File: src/rtl/sitbd_pkg.sv
// Shared types, constants and helpers for the signed integer to digit string converter.
`default_nettype none

package sitbd_pkg;

	localparam int VALUE_W     = 32;
	localparam int CHAR_W      = 8;
	localparam int BASE_W      = 5;
	localparam int WORD_W      = 64;
	localparam int SYM_SLOTS   = 16;
	localparam int DIG_W       = 4;
	localparam int DIGS_MAX    = 32;
	localparam int CNT_W       = 6;
	localparam int PTR_W       = 5;
	localparam int CFG_IDX_W   = 2;
	// Quotient bits settled per divider cycle, and divider steps per digit.
	localparam int DIV_BITS    = 8;
	localparam int DIV_STEPS   = VALUE_W / DIV_BITS;
	localparam int STEP_W      = 2;
	localparam int QUEUE_DEPTH = 2;
	localparam int QPTR_W      = 1;
	localparam int QCNT_W      = 2;

	localparam logic [CFG_IDX_W-1:0] CFG_BASE_SIZE   = 2'd0;
	localparam logic [CFG_IDX_W-1:0] CFG_DIGITS_LOW  = 2'd1;
	localparam logic [CFG_IDX_W-1:0] CFG_DIGITS_HIGH = 2'd2;

	localparam logic [CHAR_W-1:0] CH_PLUS  = 8'h2B;
	localparam logic [CHAR_W-1:0] CH_MINUS = 8'h2D;

	typedef struct packed {
		logic [BASE_W-1:0] base_size;
		logic [WORD_W-1:0] digits_low;
		logic [WORD_W-1:0] digits_high;
	} cfg_t;

	typedef struct packed {
		logic               neg;
		logic [VALUE_W-1:0] mag;
	} item_t;

	function automatic logic [CHAR_W-1:0] symbol_at(input cfg_t c, input logic [DIG_W-1:0] idx);
		logic [WORD_W-1:0] word;
		word = idx[3] ? c.digits_high : c.digits_low;
		return word[{idx[2:0], 3'b000} +: CHAR_W];
	endfunction

endpackage

`default_nettype wire

File: src/rtl/signed_int_to_base_digits.sv
// Top level of the signed integer to digit string converter.
`default_nettype none

// Converts each signed 32-bit input beat into its characters, most significant
// first, written with a configured alphabet of base_size symbols (radix 2 to
// 16): a leading '-' for negative numbers, the most negative value taken as
// magnitude 2147483648, tlast on the final character. When the alphabet is
// invalid (fewer than two symbols, radix above 16 or MAX_BASE, a used symbol
// that is zero, '+' or '-', or two equal used symbols) the number is accepted
// and dropped with no output. A front stage registers the beat, checks the
// alphabet and forms sign and magnitude; a two-entry queue hands numbers to
// the back stage, which divides by the radix eight quotient bits per cycle,
// then streams one character per cycle, while the output is not stalled,
// through an output register. A number has up to 32 digits (e.g. 10 for a
// full decimal value); the back stage takes the next number only once the
// last character of the previous one is in the output register. The front keeps
// accepting while the queue has room. Configuration writes are always taken
// and must happen only while the block is idle; index 3 is ignored.

module signed_int_to_base_digits #(
	parameter int MAX_BASE = 16
) (
	input  wire                                  clk,
	input  wire                                  arst_n,
	input  wire                                  s_axis_tvalid,
	output logic                                 s_axis_tready,
	input  wire  [sitbd_pkg::VALUE_W-1:0]        s_axis_tdata,  // [31:0] value
	output logic                                 m_axis_tvalid,
	input  wire                                  m_axis_tready,
	output logic [sitbd_pkg::CHAR_W-1:0]         m_axis_tdata,  // [7:0] char_code
	output logic                                 m_axis_tlast,  // last_char
	input  wire                                  cfg_valid,
	output logic                                 cfg_ready,
	input  wire  [sitbd_pkg::CFG_IDX_W-1:0]      cfg_index,
	input  wire  [sitbd_pkg::WORD_W-1:0]         cfg_data
);

	sitbd_pkg::cfg_t  cfg_q;
	logic             push_valid;
	logic             push_ready;
	sitbd_pkg::item_t push_item;
	logic             pop_valid;
	logic             pop_ready;
	sitbd_pkg::item_t pop_item;

	assign cfg_ready = 1'b1;

	// Register file: radix and the two symbol words, all clear at reset.
	always_ff @(posedge clk or negedge arst_n) begin
		if (!arst_n) begin
			cfg_q <= '0;
		end else if (cfg_valid) begin
			unique case (cfg_index)
				sitbd_pkg::CFG_BASE_SIZE: begin
					cfg_q.base_size <= cfg_data[sitbd_pkg::BASE_W-1:0];
				end
				sitbd_pkg::CFG_DIGITS_LOW: begin
					cfg_q.digits_low <= cfg_data;
				end
				sitbd_pkg::CFG_DIGITS_HIGH: begin
					cfg_q.digits_high <= cfg_data;
				end
				default: begin
					// Unused index: drop the write.
				end
			endcase
		end
	end

	sitbd_front #(
		.MAX_BASE(MAX_BASE)
	) u_front (
		.clk       (clk),
		.arst_n    (arst_n),
		.cfg       (cfg_q),
		.in_valid  (s_axis_tvalid),
		.in_ready  (s_axis_tready),
		.in_value  (s_axis_tdata),
		.push_valid(push_valid),
		.push_ready(push_ready),
		.push_item (push_item)
	);

	sitbd_fifo u_fifo (
		.clk       (clk),
		.arst_n    (arst_n),
		.push_valid(push_valid),
		.push_ready(push_ready),
		.push_item (push_item),
		.pop_valid (pop_valid),
		.pop_ready (pop_ready),
		.pop_item  (pop_item)
	);

	sitbd_back u_back (
		.clk      (clk),
		.arst_n   (arst_n),
		.cfg      (cfg_q),
		.pop_valid(pop_valid),
		.pop_ready(pop_ready),
		.pop_item (pop_item),
		.out_valid(m_axis_tvalid),
		.out_ready(m_axis_tready),
		.out_char (m_axis_tdata),
		.out_last (m_axis_tlast)
	);

endmodule

`default_nettype wire

File: src/rtl/sitbd_front.sv
// Front stage: takes input beats, checks the alphabet, splits sign and magnitude.
`default_nettype none

module sitbd_front #(
	parameter int MAX_BASE = 16
) (
	input  wire                              clk,
	input  wire                              arst_n,
	input  wire  sitbd_pkg::cfg_t            cfg,
	input  wire                              in_valid,
	output logic                             in_ready,
	input  wire  [sitbd_pkg::VALUE_W-1:0]    in_value,
	output logic                             push_valid,
	input  wire                              push_ready,
	output sitbd_pkg::item_t                 push_item
);

	logic [sitbd_pkg::CHAR_W-1:0] sym [sitbd_pkg::SYM_SLOTS];
	logic                         alpha_ok;
	logic                         accept;
	logic                         v_s1_q;
	sitbd_pkg::item_t             item_s1;

	always_comb begin
		alpha_ok = (cfg.base_size >= 5'd2) && (cfg.base_size <= 5'(sitbd_pkg::SYM_SLOTS))
			&& ({27'd0, cfg.base_size} <= 32'(MAX_BASE));
		for (int i = 0; i < sitbd_pkg::SYM_SLOTS; i++) begin
			sym[i] = sitbd_pkg::symbol_at(cfg, 4'(i));
		end
		for (int i = 0; i < sitbd_pkg::SYM_SLOTS; i++) begin
			if (5'(i) < cfg.base_size) begin
				if (sym[i] == 8'h00 || sym[i] == sitbd_pkg::CH_PLUS
						|| sym[i] == sitbd_pkg::CH_MINUS) begin
					alpha_ok = 1'b0;
				end
				for (int j = 0; j < i; j++) begin
					if (sym[i] == sym[j]) begin
						alpha_ok = 1'b0;
					end
				end
			end
		end
	end

	assign in_ready   = !v_s1_q || push_ready;
	assign accept     = in_valid && in_ready;
	assign push_valid = v_s1_q;
	assign push_item  = item_s1;

	// Drop the beat outright when the alphabet is bad: nothing is emitted for it.
	always_ff @(posedge clk or negedge arst_n) begin
		if (!arst_n) begin
			v_s1_q <= 1'b0;
		end else if (accept) begin
			v_s1_q <= alpha_ok;
		end else if (push_ready) begin
			v_s1_q <= 1'b0;
		end
	end

	always_ff @(posedge clk) begin
		if (accept) begin
			item_s1.neg <= in_value[sitbd_pkg::VALUE_W-1];
			item_s1.mag <= in_value[sitbd_pkg::VALUE_W-1]
				? (sitbd_pkg::VALUE_W'(0) - in_value) : in_value;
		end
	end

endmodule

`default_nettype wire

File: src/rtl/sitbd_fifo.sv
// Short queue of classified numbers between the front and back stages.
`default_nettype none

module sitbd_fifo (
	input  wire                    clk,
	input  wire                    arst_n,
	input  wire                    push_valid,
	output logic                   push_ready,
	input  wire  sitbd_pkg::item_t push_item,
	output logic                   pop_valid,
	input  wire                    pop_ready,
	output sitbd_pkg::item_t       pop_item
);

	sitbd_pkg::item_t                mem_q [sitbd_pkg::QUEUE_DEPTH];
	logic [sitbd_pkg::QPTR_W-1:0]    wr_ptr_q;
	logic [sitbd_pkg::QPTR_W-1:0]    rd_ptr_q;
	logic [sitbd_pkg::QCNT_W-1:0]    count_q;
	logic                            do_push;
	logic                            do_pop;

	assign push_ready = count_q != sitbd_pkg::QCNT_W'(sitbd_pkg::QUEUE_DEPTH);
	assign pop_valid  = count_q != '0;
	assign pop_item   = mem_q[rd_ptr_q];
	assign do_push    = push_valid && push_ready;
	assign do_pop     = pop_valid && pop_ready;

	always_ff @(posedge clk or negedge arst_n) begin
		if (!arst_n) begin
			wr_ptr_q <= '0;
			rd_ptr_q <= '0;
			count_q  <= '0;
		end else begin
			if (do_push) begin
				wr_ptr_q <= wr_ptr_q + 1'b1;
			end
			if (do_pop) begin
				rd_ptr_q <= rd_ptr_q + 1'b1;
			end
			if (do_push && !do_pop) begin
				count_q <= count_q + 1'b1;
			end else if (do_pop && !do_push) begin
				count_q <= count_q - 1'b1;
			end
		end
	end

	always_ff @(posedge clk) begin
		if (do_push) begin
			mem_q[wr_ptr_q] <= push_item;
		end
	end

endmodule

`default_nettype wire

File: src/rtl/sitbd_back.sv
// Back stage: digit extraction by iterative division, then character output.
`default_nettype none

module sitbd_back (
	input  wire                            clk,
	input  wire                            arst_n,
	input  wire  sitbd_pkg::cfg_t          cfg,
	input  wire                            pop_valid,
	output logic                           pop_ready,
	input  wire  sitbd_pkg::item_t         pop_item,
	output logic                           out_valid,
	input  wire                            out_ready,
	output logic [sitbd_pkg::CHAR_W-1:0]   out_char,
	output logic                           out_last
);

	typedef enum logic [1:0] {
		ST_IDLE,
		ST_DIV,
		ST_SIGN,
		ST_DIGIT
	} state_t;

	state_t                          state_q;
	logic [sitbd_pkg::VALUE_W-1:0]   quo_q;
	logic [sitbd_pkg::DIG_W-1:0]     rem_q;
	logic [sitbd_pkg::STEP_W-1:0]    step_q;
	logic [sitbd_pkg::CNT_W-1:0]     nd_q;
	logic [sitbd_pkg::PTR_W-1:0]     ptr_q;
	logic                            neg_q;
	logic [sitbd_pkg::DIG_W-1:0]     dig_q [sitbd_pkg::DIGS_MAX];
	logic                            out_valid_q;
	logic [sitbd_pkg::CHAR_W-1:0]    out_char_q;
	logic                            out_last_q;

	logic [sitbd_pkg::VALUE_W-1:0]   quo_next;
	logic [sitbd_pkg::DIG_W-1:0]     rem_next;
	logic [sitbd_pkg::DIV_BITS-1:0]  qbits;
	logic [sitbd_pkg::DIG_W:0]       trial;
	logic                            digit_done;
	logic                            div_last;
	logic                            out_load;
	logic [sitbd_pkg::CHAR_W-1:0]    char_d;
	logic                            last_d;

	// Restoring division by the radix, eight quotient bits per cycle. The
	// partial remainder stays below the radix, so it fits four bits.
	always_comb begin
		rem_next = rem_q;
		qbits    = '0;
		for (int i = 0; i < sitbd_pkg::DIV_BITS; i++) begin
			trial = {rem_next, quo_q[sitbd_pkg::VALUE_W-1-i]};
			if (trial >= cfg.base_size) begin
				trial = trial - cfg.base_size;
				qbits[sitbd_pkg::DIV_BITS-1-i] = 1'b1;
			end
			rem_next = trial[sitbd_pkg::DIG_W-1:0];
		end
		quo_next = {quo_q[sitbd_pkg::VALUE_W-sitbd_pkg::DIV_BITS-1:0], qbits};
	end

	assign digit_done = (state_q == ST_DIV)
		&& (step_q == sitbd_pkg::STEP_W'(sitbd_pkg::DIV_STEPS - 1));
	assign div_last   = (quo_next == '0)
		|| (nd_q == sitbd_pkg::CNT_W'(sitbd_pkg::DIGS_MAX - 1));

	always_comb begin
		if (state_q == ST_SIGN) begin
			char_d = sitbd_pkg::CH_MINUS;
			last_d = 1'b0;
		end else begin
			char_d = sitbd_pkg::symbol_at(cfg, dig_q[ptr_q]);
			last_d = ptr_q == '0;
		end
	end

	assign out_load  = ((state_q == ST_SIGN) || (state_q == ST_DIGIT))
		&& (!out_valid_q || out_ready);
	assign pop_ready = state_q == ST_IDLE;
	assign out_valid = out_valid_q;
	assign out_char  = out_char_q;
	assign out_last  = out_last_q;

	always_ff @(posedge clk or negedge arst_n) begin
		if (!arst_n) begin
			state_q     <= ST_IDLE;
			quo_q       <= '0;
			rem_q       <= '0;
			step_q      <= '0;
			nd_q        <= '0;
			ptr_q       <= '0;
			neg_q       <= 1'b0;
			out_valid_q <= 1'b0;
			out_char_q  <= '0;
			out_last_q  <= 1'b0;
		end else begin
			if (out_load) begin
				out_valid_q <= 1'b1;
				out_char_q  <= char_d;
				out_last_q  <= last_d;
			end else if (out_ready) begin
				out_valid_q <= 1'b0;
			end
			unique case (state_q)
				ST_IDLE: begin
					if (pop_valid) begin
						quo_q   <= pop_item.mag;
						neg_q   <= pop_item.neg;
						rem_q   <= '0;
						step_q  <= '0;
						nd_q    <= '0;
						state_q <= ST_DIV;
					end
				end
				ST_DIV: begin
					quo_q  <= quo_next;
					step_q <= step_q + 1'b1;
					if (digit_done) begin
						rem_q <= '0;
						nd_q  <= nd_q + 1'b1;
						if (div_last) begin
							ptr_q   <= nd_q[sitbd_pkg::PTR_W-1:0];
							state_q <= neg_q ? ST_SIGN : ST_DIGIT;
						end
					end else begin
						rem_q <= rem_next;
					end
				end
				ST_SIGN: begin
					if (out_load) begin
						state_q <= ST_DIGIT;
					end
				end
				ST_DIGIT: begin
					if (out_load) begin
						if (ptr_q == '0) begin
							state_q <= ST_IDLE;
						end else begin
							ptr_q <= ptr_q - 1'b1;
						end
					end
				end
				default: state_q <= ST_IDLE;
			endcase
		end
	end

	// Store each remainder as it is produced, least significant digit first.
	always_ff @(posedge clk) begin
		if (digit_done) begin
			dig_q[nd_q[sitbd_pkg::PTR_W-1:0]] <= rem_next;
		end
	end

endmodule

`default_nettype wire

File: config.mk
export PLATFORM = sky130hd
export DESIGN_NAME = signed_int_to_base_digits
export DESIGN_NICKNAME = d
export VERILOG_FILES = /design/src/rtl/sitbd_pkg.sv /design/src/rtl/signed_int_to_base_digits.sv /design/src/rtl/sitbd_front.sv /design/src/rtl/sitbd_fifo.sv /design/src/rtl/sitbd_back.sv
export SDC_FILE = /design/constraint.sdc
export NUM_CORES = 1
export LEC_CHECK = 0
export ABC_CLOCK_PERIOD_IN_PS = 34400
export BUFFER_PORTS_ARGS = -buffer_cell sky130_fd_sc_hd__buf_2
export CAP_MARGIN = 20
export CORE_MARGIN = 1.5
export CORE_UTILIZATION = 50
export CTS_CLUSTER_SIZE = 25
export DETAILED_ROUTE_END_ITERATION = 8
export PLACE_DENSITY = 0.72
export RECOVER_POWER = 50
export SETUP_SLACK_MARGIN = 0.3
export SLEW_MARGIN = 20
export SYNTH_ARGS = -nofsm -noshare
export SYNTH_HDL_FRONTEND = slang
export SYNTH_SLANG_ARGS = --single-unit
File: constraint.sdc
create_clock -name clk -period 34.4 [get_ports clk]
set_input_delay 6.88 -clock clk [delete_from_list [all_inputs] [get_ports clk]]
set_output_delay 6.88 -clock clk [all_outputs]
set_load 0.05 [all_outputs]
## Yosys cells after proc, flatten, opt, wreduce, memory -nomap -nowiden

Memory sizes are Yosys's and may differ from the RTL's.
Cells that the tools add are included.

- Bits in registers: 233
- RAM bits: 194
- Input port bits: 103
- Output and inout bits: 12
- Logic and storage cells: 521
- Memories: 2

Memories:

| memory | depth | bits a word | read ports | clocked after memory_dff | write ports | RTL line | text |
|---|---|---|---|---|---|---|---|
| u_back.dig_q | 32 | 4 | 1 | 0 | 1 | sitbd_back.sv:31 | `logic [sitbd_pkg::DIG_W-1:0] dig_q [sitbd_pkg::DIGS_MAX];` |
| u_fifo.mem_q | 2 | 33 | 1 | 0 | 1 | sitbd_fifo.sv:15 | `sitbd_pkg::item_t mem_q [sitbd_pkg::QUEUE_DEPTH];` |

- Add/subtract/negate cells: 16
- Magnitude comparators: 27
- Equal/unequal tests: 167
- Shifts and indexed selects: 1
- Mux-type cells: 205
- Reductions and logical operators: 83

Operator list:

| operator | count |
|---|---|
| $eq 8x8->1 | 120 |
| $eq 8x6->1 const B | 32 |
| $mux 1 | 170 |
| $logic_not 8->1 | 16 |
| $mux 64 | 1 |
| $pmux 32 s2 | 1 |
| $shiftx 64x7->8 | 1 |
| $ge 5x5->1 | 8 |
| $lt 4x5->1 const A | 8 |
| $mux 4 | 10 |
| $logic_or 1x1->1 | 36 |
| $logic_not 32->1 | 1 |
| $mux 32 | 1 |
| $sub 1x32->32 const A | 1 |
| $sub 4x4->4 | 8 |
| $mux 31 | 1 |
| $lt 3x5->1 const A | 4 |
| $mux 5 | 4 |
| $mux 2 | 9 |
| $mux 6 | 2 |
| $ne 2x1->1 const B | 6 |
| $pmux 6 s2 | 1 |
| $reduce_bool 2->1 | 6 |
| $le 5x5->1 const B | 2 |
| other kinds (25) | 50 |

## Logic depth before layout (Yosys ltp)

- Word-level depth: 156
- Mapped depth: 69
- Depth with buffers taken out: 65

## Hierarchy

A second synthesis with hierarchy kept.

- Cell total of the unflattened synthesis: 3,212
- Area total of the unflattened synthesis: 33,388.3 um2

By module, submodules not included:

| module | times used | cells each | area each (um2) | seq. area each (um2) |
|---|---|---|---|---|
| sitbd_front | 1 | 1,838 | 14,002.2 | 1,016.0 |
| sitbd_back | 1 | 968 | 11,193.2 | 5,395.2 |
| signed_int_to_base_digits | 1 | 285 | 5,465.2 | 3,328.2 |
| sitbd_fifo | 1 | 121 | 2,727.6 | 2,082.0 |

## Worst setup path before layout

Ideal clock, no wire load.

- Path type: reg-to-reg
- Start: register cfg_q[129] in the netlist's numbering
- End: memory u_back.dig_q[0][1] in the netlist's numbering (data pin)
- Setup time: 392 ps
- Arrival time: 12,646 ps
- Data required time: 34,008 ps
- Slack: 21,362 ps
- Stages on the path, launching flop included: 65
- Buffers on the path: 4
- Period minus slack after synthesis: 13,038 ps
- Path through: dfrtp_1 inv_1 ha_1 nor2b_1 o21ai_0 nand3b_1 a21o_1 a21o_1 clkbuf_1 mux2i_1 ha_1 a21o_1 a21o_1 a21o_1 a21o_1 mux2_2 inv_1 ha_1 [29 not listed] mux2_2 inv_1 ha_1 nor2b_1 o21ai_0 a31oi_1 o21ai_0 nand2b_1 clkbuf_1 o21ai_0 inv_1 ha_1 a21o_1 a21o_1 a21o_1 a21o_1 clkbuf_1 mux2i_1

- Cells in the longest elaborated chain, start to end: 16
- Elaborated cells between the ends (all ways): 24
- Classes of those cells: 8 x add/sub; 8 x order compare; 8 x mux

Ends and longest elaborated chain:

| element | RTL line | text |
|---|---|---|
| start: declaration | signed_int_to_base_digits.sv:38 | `sitbd_pkg::cfg_t cfg_q;` |
| $sub 4x4->4 / $ge 5x5->1 (equally long branches) | sitbd_back.sv:54, sitbd_back.sv:53 |  |
| $mux 4 | sitbd_back.sv:53 | `if (trial >= cfg.base_size) begin` |
| $sub 4x4->4 / $ge 5x5->1 (equally long branches) | sitbd_back.sv:54, sitbd_back.sv:53 |  |
| $mux 4 | sitbd_back.sv:53 |  |
| $sub 4x4->4 / $ge 5x5->1 (equally long branches) | sitbd_back.sv:54, sitbd_back.sv:53 |  |
| $mux 4 | sitbd_back.sv:53 |  |
| $ge 5x5->1 / $sub 4x4->4 (equally long branches) | sitbd_back.sv:53, sitbd_back.sv:54 |  |
| $mux 4 | sitbd_back.sv:53 |  |
| $sub 4x4->4 / $ge 5x5->1 (equally long branches) | sitbd_back.sv:54, sitbd_back.sv:53 |  |
| $mux 4 | sitbd_back.sv:53 |  |
| $sub 4x4->4 / $ge 5x5->1 (equally long branches) | sitbd_back.sv:54, sitbd_back.sv:53 |  |
| $mux 4 | sitbd_back.sv:53 |  |
| $ge 5x5->1 / $sub 4x4->4 (equally long branches) | sitbd_back.sv:53, sitbd_back.sv:54 |  |
| $mux 4 | sitbd_back.sv:53 |  |
| $sub 4x4->4 / $ge 5x5->1 (equally long branches) | sitbd_back.sv:54, sitbd_back.sv:53 |  |
| $mux 4 * | sitbd_back.sv:53 |  |
| net u_back.trial (one bit) | sitbd_back.sv:39 | `logic [sitbd_pkg::DIG_W:0] trial;` |
| end: declaration | sitbd_back.sv:31 |  |

The timed path passes the listed nets; every way through them passes the cells marked *.

## Final worst setup path

- Start: register cfg_q[129] in the netlist's numbering
- End: register u_back.ptr_q[4] in the netlist's numbering

- Cells in the longest elaborated chain, start to end: 20
- Elaborated cells between the ends (all ways): 34
- Classes of those cells: 7 x add/sub; 8 x order compare; 1 x eq/ne; 15 x mux; 3 x reduce/logical

Ends and longest elaborated chain:

| element | RTL line | text |
|---|---|---|
| $sub 4x4->4 / $ge 5x5->1 (equally long branches) | sitbd_back.sv:54, sitbd_back.sv:53 |  |
| $mux 4 | sitbd_back.sv:53 |  |
| $sub 4x4->4 / $ge 5x5->1 (equally long branches) | sitbd_back.sv:54, sitbd_back.sv:53 |  |
| $mux 4 | sitbd_back.sv:53 |  |
| $sub 4x4->4 / $ge 5x5->1 (equally long branches) | sitbd_back.sv:54, sitbd_back.sv:53 |  |
| $mux 4 | sitbd_back.sv:53 |  |
| $ge 5x5->1 / $sub 4x4->4 (equally long branches) | sitbd_back.sv:53, sitbd_back.sv:54 |  |
| $mux 4 | sitbd_back.sv:53 |  |
| [4 not listed] | n/a |  |
| $sub 4x4->4 / $ge 5x5->1 (equally long branches) | sitbd_back.sv:54, sitbd_back.sv:53 |  |
| $mux 4 | sitbd_back.sv:53 |  |
| $ge 5x5->1 | sitbd_back.sv:53 |  |
| $mux 1 | sitbd_back.sv:53 |  |
| $logic_not 32->1 * | sitbd_back.sv:64 | `assign div_last = (quo_next == '0)` |
| $logic_or 1x1->1 * | sitbd_back.sv:65 | `\|\| (nd_q == sitbd_pkg::CNT_W'(sitbd_pkg::DIGS_MAX - 1));` |
| $ne 2x1->1 (no source line) * | n/a |  |
| $reduce_and 5->1 (no source line) * | n/a |  |
| end signal: assignment | sitbd_back.sv:122 | `ptr_q <= nd_q[sitbd_pkg::PTR_W-1:0];` |
| end signal: assignment | sitbd_back.sv:139 | `ptr_q <= ptr_q - 1'b1;` |
| end: declaration | sitbd_back.sv:29 | `logic [sitbd_pkg::PTR_W-1:0] ptr_q;` |

Mark *: on every way between the ends. The rest lies on a longest branch, timed or not.
A chain may end at the register's enable or synchronous reset.

==> results.cfg <==
[yosys]
muxShareOfSynthArea_pct = 10.6
synth_top_area_cell = edfxtp_1
synthCells = 3181
avgSynthCellArea_um2 = 10.1
synth_cell_types = 65
synth_area_leaders = edfxtp_1 21%, dfrtp_1 16%, xor2_1 15%
async_reset_ff_share_pct = 46.8
synth_top_family_by_area = XOR/XNOR gates
synth_compound_area_share_pct = 6.38
ys_ff_latch = 427
synth_xor_area_share_pct = 28.0
synth-simple-area-share_pct = 11.2
yosysTopAreaCellShare_pct = 21.2
synth_ff_type = edfxtp_1
ys_seq_area_share_pct = 36.7
synth_area_um2 = 32200
synth_fa_ha_area_share_pct = 2.55
synth_warnings = 0
syn-num-nets = 3345
synth_edf_count = 227

[setup_path]
cp.required_ns = 34.89
timing.critical_path.mode_cell = a21o_1
cp-start-kind = flop
endpoint_kind = flop
rrSetupSlack_ns = 19.38
critPathArrivalTime_ns = 15.50
reg2reg_depth = 64
cp_slowest_cell = clkbuf_1
crit_type = reg -> reg
crit_fanout = 13
critPathMaxStageDelay_ns = 0.78

[die]
die_w_um = 257
rows = 92
ios = 115
fp.dieH_um = 257
core_um2 = 63400
initial_core_util_pct = 50.8
dieArea_um2 = 66000

[sta]
tightestPinTransition_ns = 5.03
min_period_ns = 15.02
tns_ns = 0
fmax_mhz = 66.6
fin_skew_ns = 0.0307
rsz0062_at_grt = no
setup_violations = 0
relSlewSlack_pct = -235
slew_violations = 346
finalCritPeriodShare_pct = 43.7
hold_viol_final = 0

[cts]
post_cts_resized = 0
tritoncts = done
cts_setup_buffers = 0
cts_max_path_buffers = 3
clk_latency_ns = 0.62
hold_buffers = 0
clock-root-buffer = clkbuf_16
h-tree-depth = 2
clkSlewWorstSetupHoldPaths_ns = 0.06
cts_made_buffers = 46
cts_sinks = 427

[detailed_routing]
drtAntennaViolNets = 0
drc = 0
drt_iter0_markers = 3113
firstDrtPassIters = 8
post_drt_wl_per_cell_um = 25.2
routed_via_density = 6.29
dr_total_vias = 25400
wl_mm = 101

[global_routing]
grt_antenna_before_repair = 2
grt_first_pass_wirelength_mm = 154
grt_util_all_layers_pct = 30.4
grt_overflow = 0
grt_pass1_vias = 24700
grt_max_degree = 91

[cells_and_area]
nets = 3311
n_fill_cell = 5395
antennaDiodeCount = 0
drive_above_1_share_pct = 16.1
final_cell_mix = 553 x xor2_1, 476 x xnor2_1, 227 x edfxtp_1, 195 x dfrtp_1, 159 x mux2_2
area_growth_pct = 8.96
layout_commonest_cell = xor2_1

[placed_design]
place_hpwl_mm = 64.5
port_buffers = 113
place_congestion = 1.00

[hold_path]
hold_class = reg -> reg
hold_depth = 0

[run_status]
status = finished, violations left
violations = max-capacitance violations, max-slew violations

[flow_run]
cap_viol_max_count = 6
[registers in the layout (all words and copies together), names as in the netlist]
| signal | flops |
|---|---|
| u_back.nd_q | 6 |
| u_fifo.count_q | 2 |
| u_back.neg_q | 1 |
| u_back.out_valid | 1 |
| u_back.step_q | 2 |
| u_back.state_q | 2 |
| cfg_q | 133 |
| u_fifo.mem_q | 66 |
| u_back.quo_q | 32 |
| u_back.out_char | 8 |
| u_back.ptr_q | 5 |
| u_back.out_last | 1 |
| u_back.dig_q | 128 |
| u_fifo.wr_ptr_q | 1 |
| u_front.push_item | 33 |
| u_front.push_valid | 1 |
| u_fifo.rd_ptr_q | 1 |
| u_back.rem_q | 4 |
[worst paths after layout]
check,endpoint,startpoint
max,u_back.ptr_q[4]$_DFFE_PN0P_,cfg_q[129]$_DFFE_PN0P_
min,u_fifo.mem_q[0][25]$_DFFE_PP_,u_front.push_item[25]$_DFFE_PP_
max reg2reg,u_back.ptr_q[4]$_DFFE_PN0P_,cfg_q[129]$_DFFE_PN0P_
min reg2reg,u_fifo.mem_q[0][25]$_DFFE_PP_,u_front.push_item[25]$_DFFE_PP_
max in group asynchronous,cfg_q[101]$_DFFE_PN0P_,arst_n
min in group asynchronous,cfg_q[96]$_DFFE_PN0P_,arst_n
[synth_stat cells (4+ instances only)]
| master | number |
|---|---|
| mux2i_1 | 98 |
| o41ai_1 | 6 |
| dfrtp_1 | 200 |
| a211oi_1 | 6 |
| ha_1 | 53 |
| nor3_1 | 24 |
| edfxtp_1 | 227 |
| a21o_1 | 20 |
| xnor2_1 | 476 |
| o22a_1 | 5 |
| nand4_1 | 141 |
| o211ai_1 | 4 |
| a22o_1 | 4 |
| mux2_2 | 159 |
| or3_1 | 6 |
| o31ai_1 | 14 |
| xor2_1 | 553 |
| a31oi_1 | 7 |
| buf_2 | 54 |
| inv_1 | 41 |
| nand2_1 | 113 |
| clkbuf_1 | 154 |
| a2111oi_0 | 10 |
| a32oi_1 | 5 |
| o221ai_1 | 4 |
| o21ai_0 | 96 |
| a21oi_1 | 87 |
| nor2_1 | 150 |
| o21ai_1 | 5 |
| a22oi_1 | 19 |
| nand3b_1 | 11 |
| and2_1 | 4 |
| or4_1 | 15 |
| a221oi_1 | 8 |
| buf_1 | 118 |
| nand3_1 | 26 |
| fa_1 | 8 |
| o32a_1 | 4 |
| nand2b_1 | 15 |
| nor2b_1 | 14 |
| nor4_1 | 147 |
| mux4_2 | 29 |
[stage by stage]
stage	util [%]	area [um2]	setup slack, ns	hold WS [ns]	cells
finish	55.4	35100	19.38	0.444	4031
global route	55.4	35100	18.06	0.449	4031
CTS	55.4	35200	20.14	0.444	4031
detailed placement	52.9	33600	20.22	0.430	3945
global placement	52.9	33600	20.42	0.423	3945
floorplan	-	32200	21.36	0.421	3181
[final cells by class]
type                    count  area, um2  share of cell area, %
clock buffers              58       1270                   3.61
multi-input cells        2385      19000                   54.0
clock inverters            28        313                  0.891
inverters                  41        154                  0.438
repair buffers            246       1540                   4.37
flip-flops and latches    427      11800                   33.7
well taps                 846       1060                   3.01
[cells by family after synthesis]
group                      count (synthesis)
AOI/OAI and AO/OA                        325
muxes                                    286
buffers and inverters                    369
and+or+nand+nor                          683
xor gates and xnor gates                1029
adders and majority gates                 61
other                                      1
DFF                                      427
[per-layer routing]
layer	global-route usage (%)	part of all wire, %
met4	15.8	6.1
met2	47.6	45
met1	39.3	39
met5	0	0.023
met3	6.97	10
[critical path: cells and delay by family, from the launching register on]
kind                     cells  cell delay, ns
buffers and inverters        8            1.81
AND/OR/NAND/NOR             12            2.17
adder cells (fa/ha/maj)      8            2.26
AO/OA/AOI/OAI               31            6.64
flip-flops                   1            0.32
multiplexers                 5            1.70
Power is left out: the tool's default activity adds up to more than one toggle a clock period on the data nets, which glitch-free logic cannot reach.
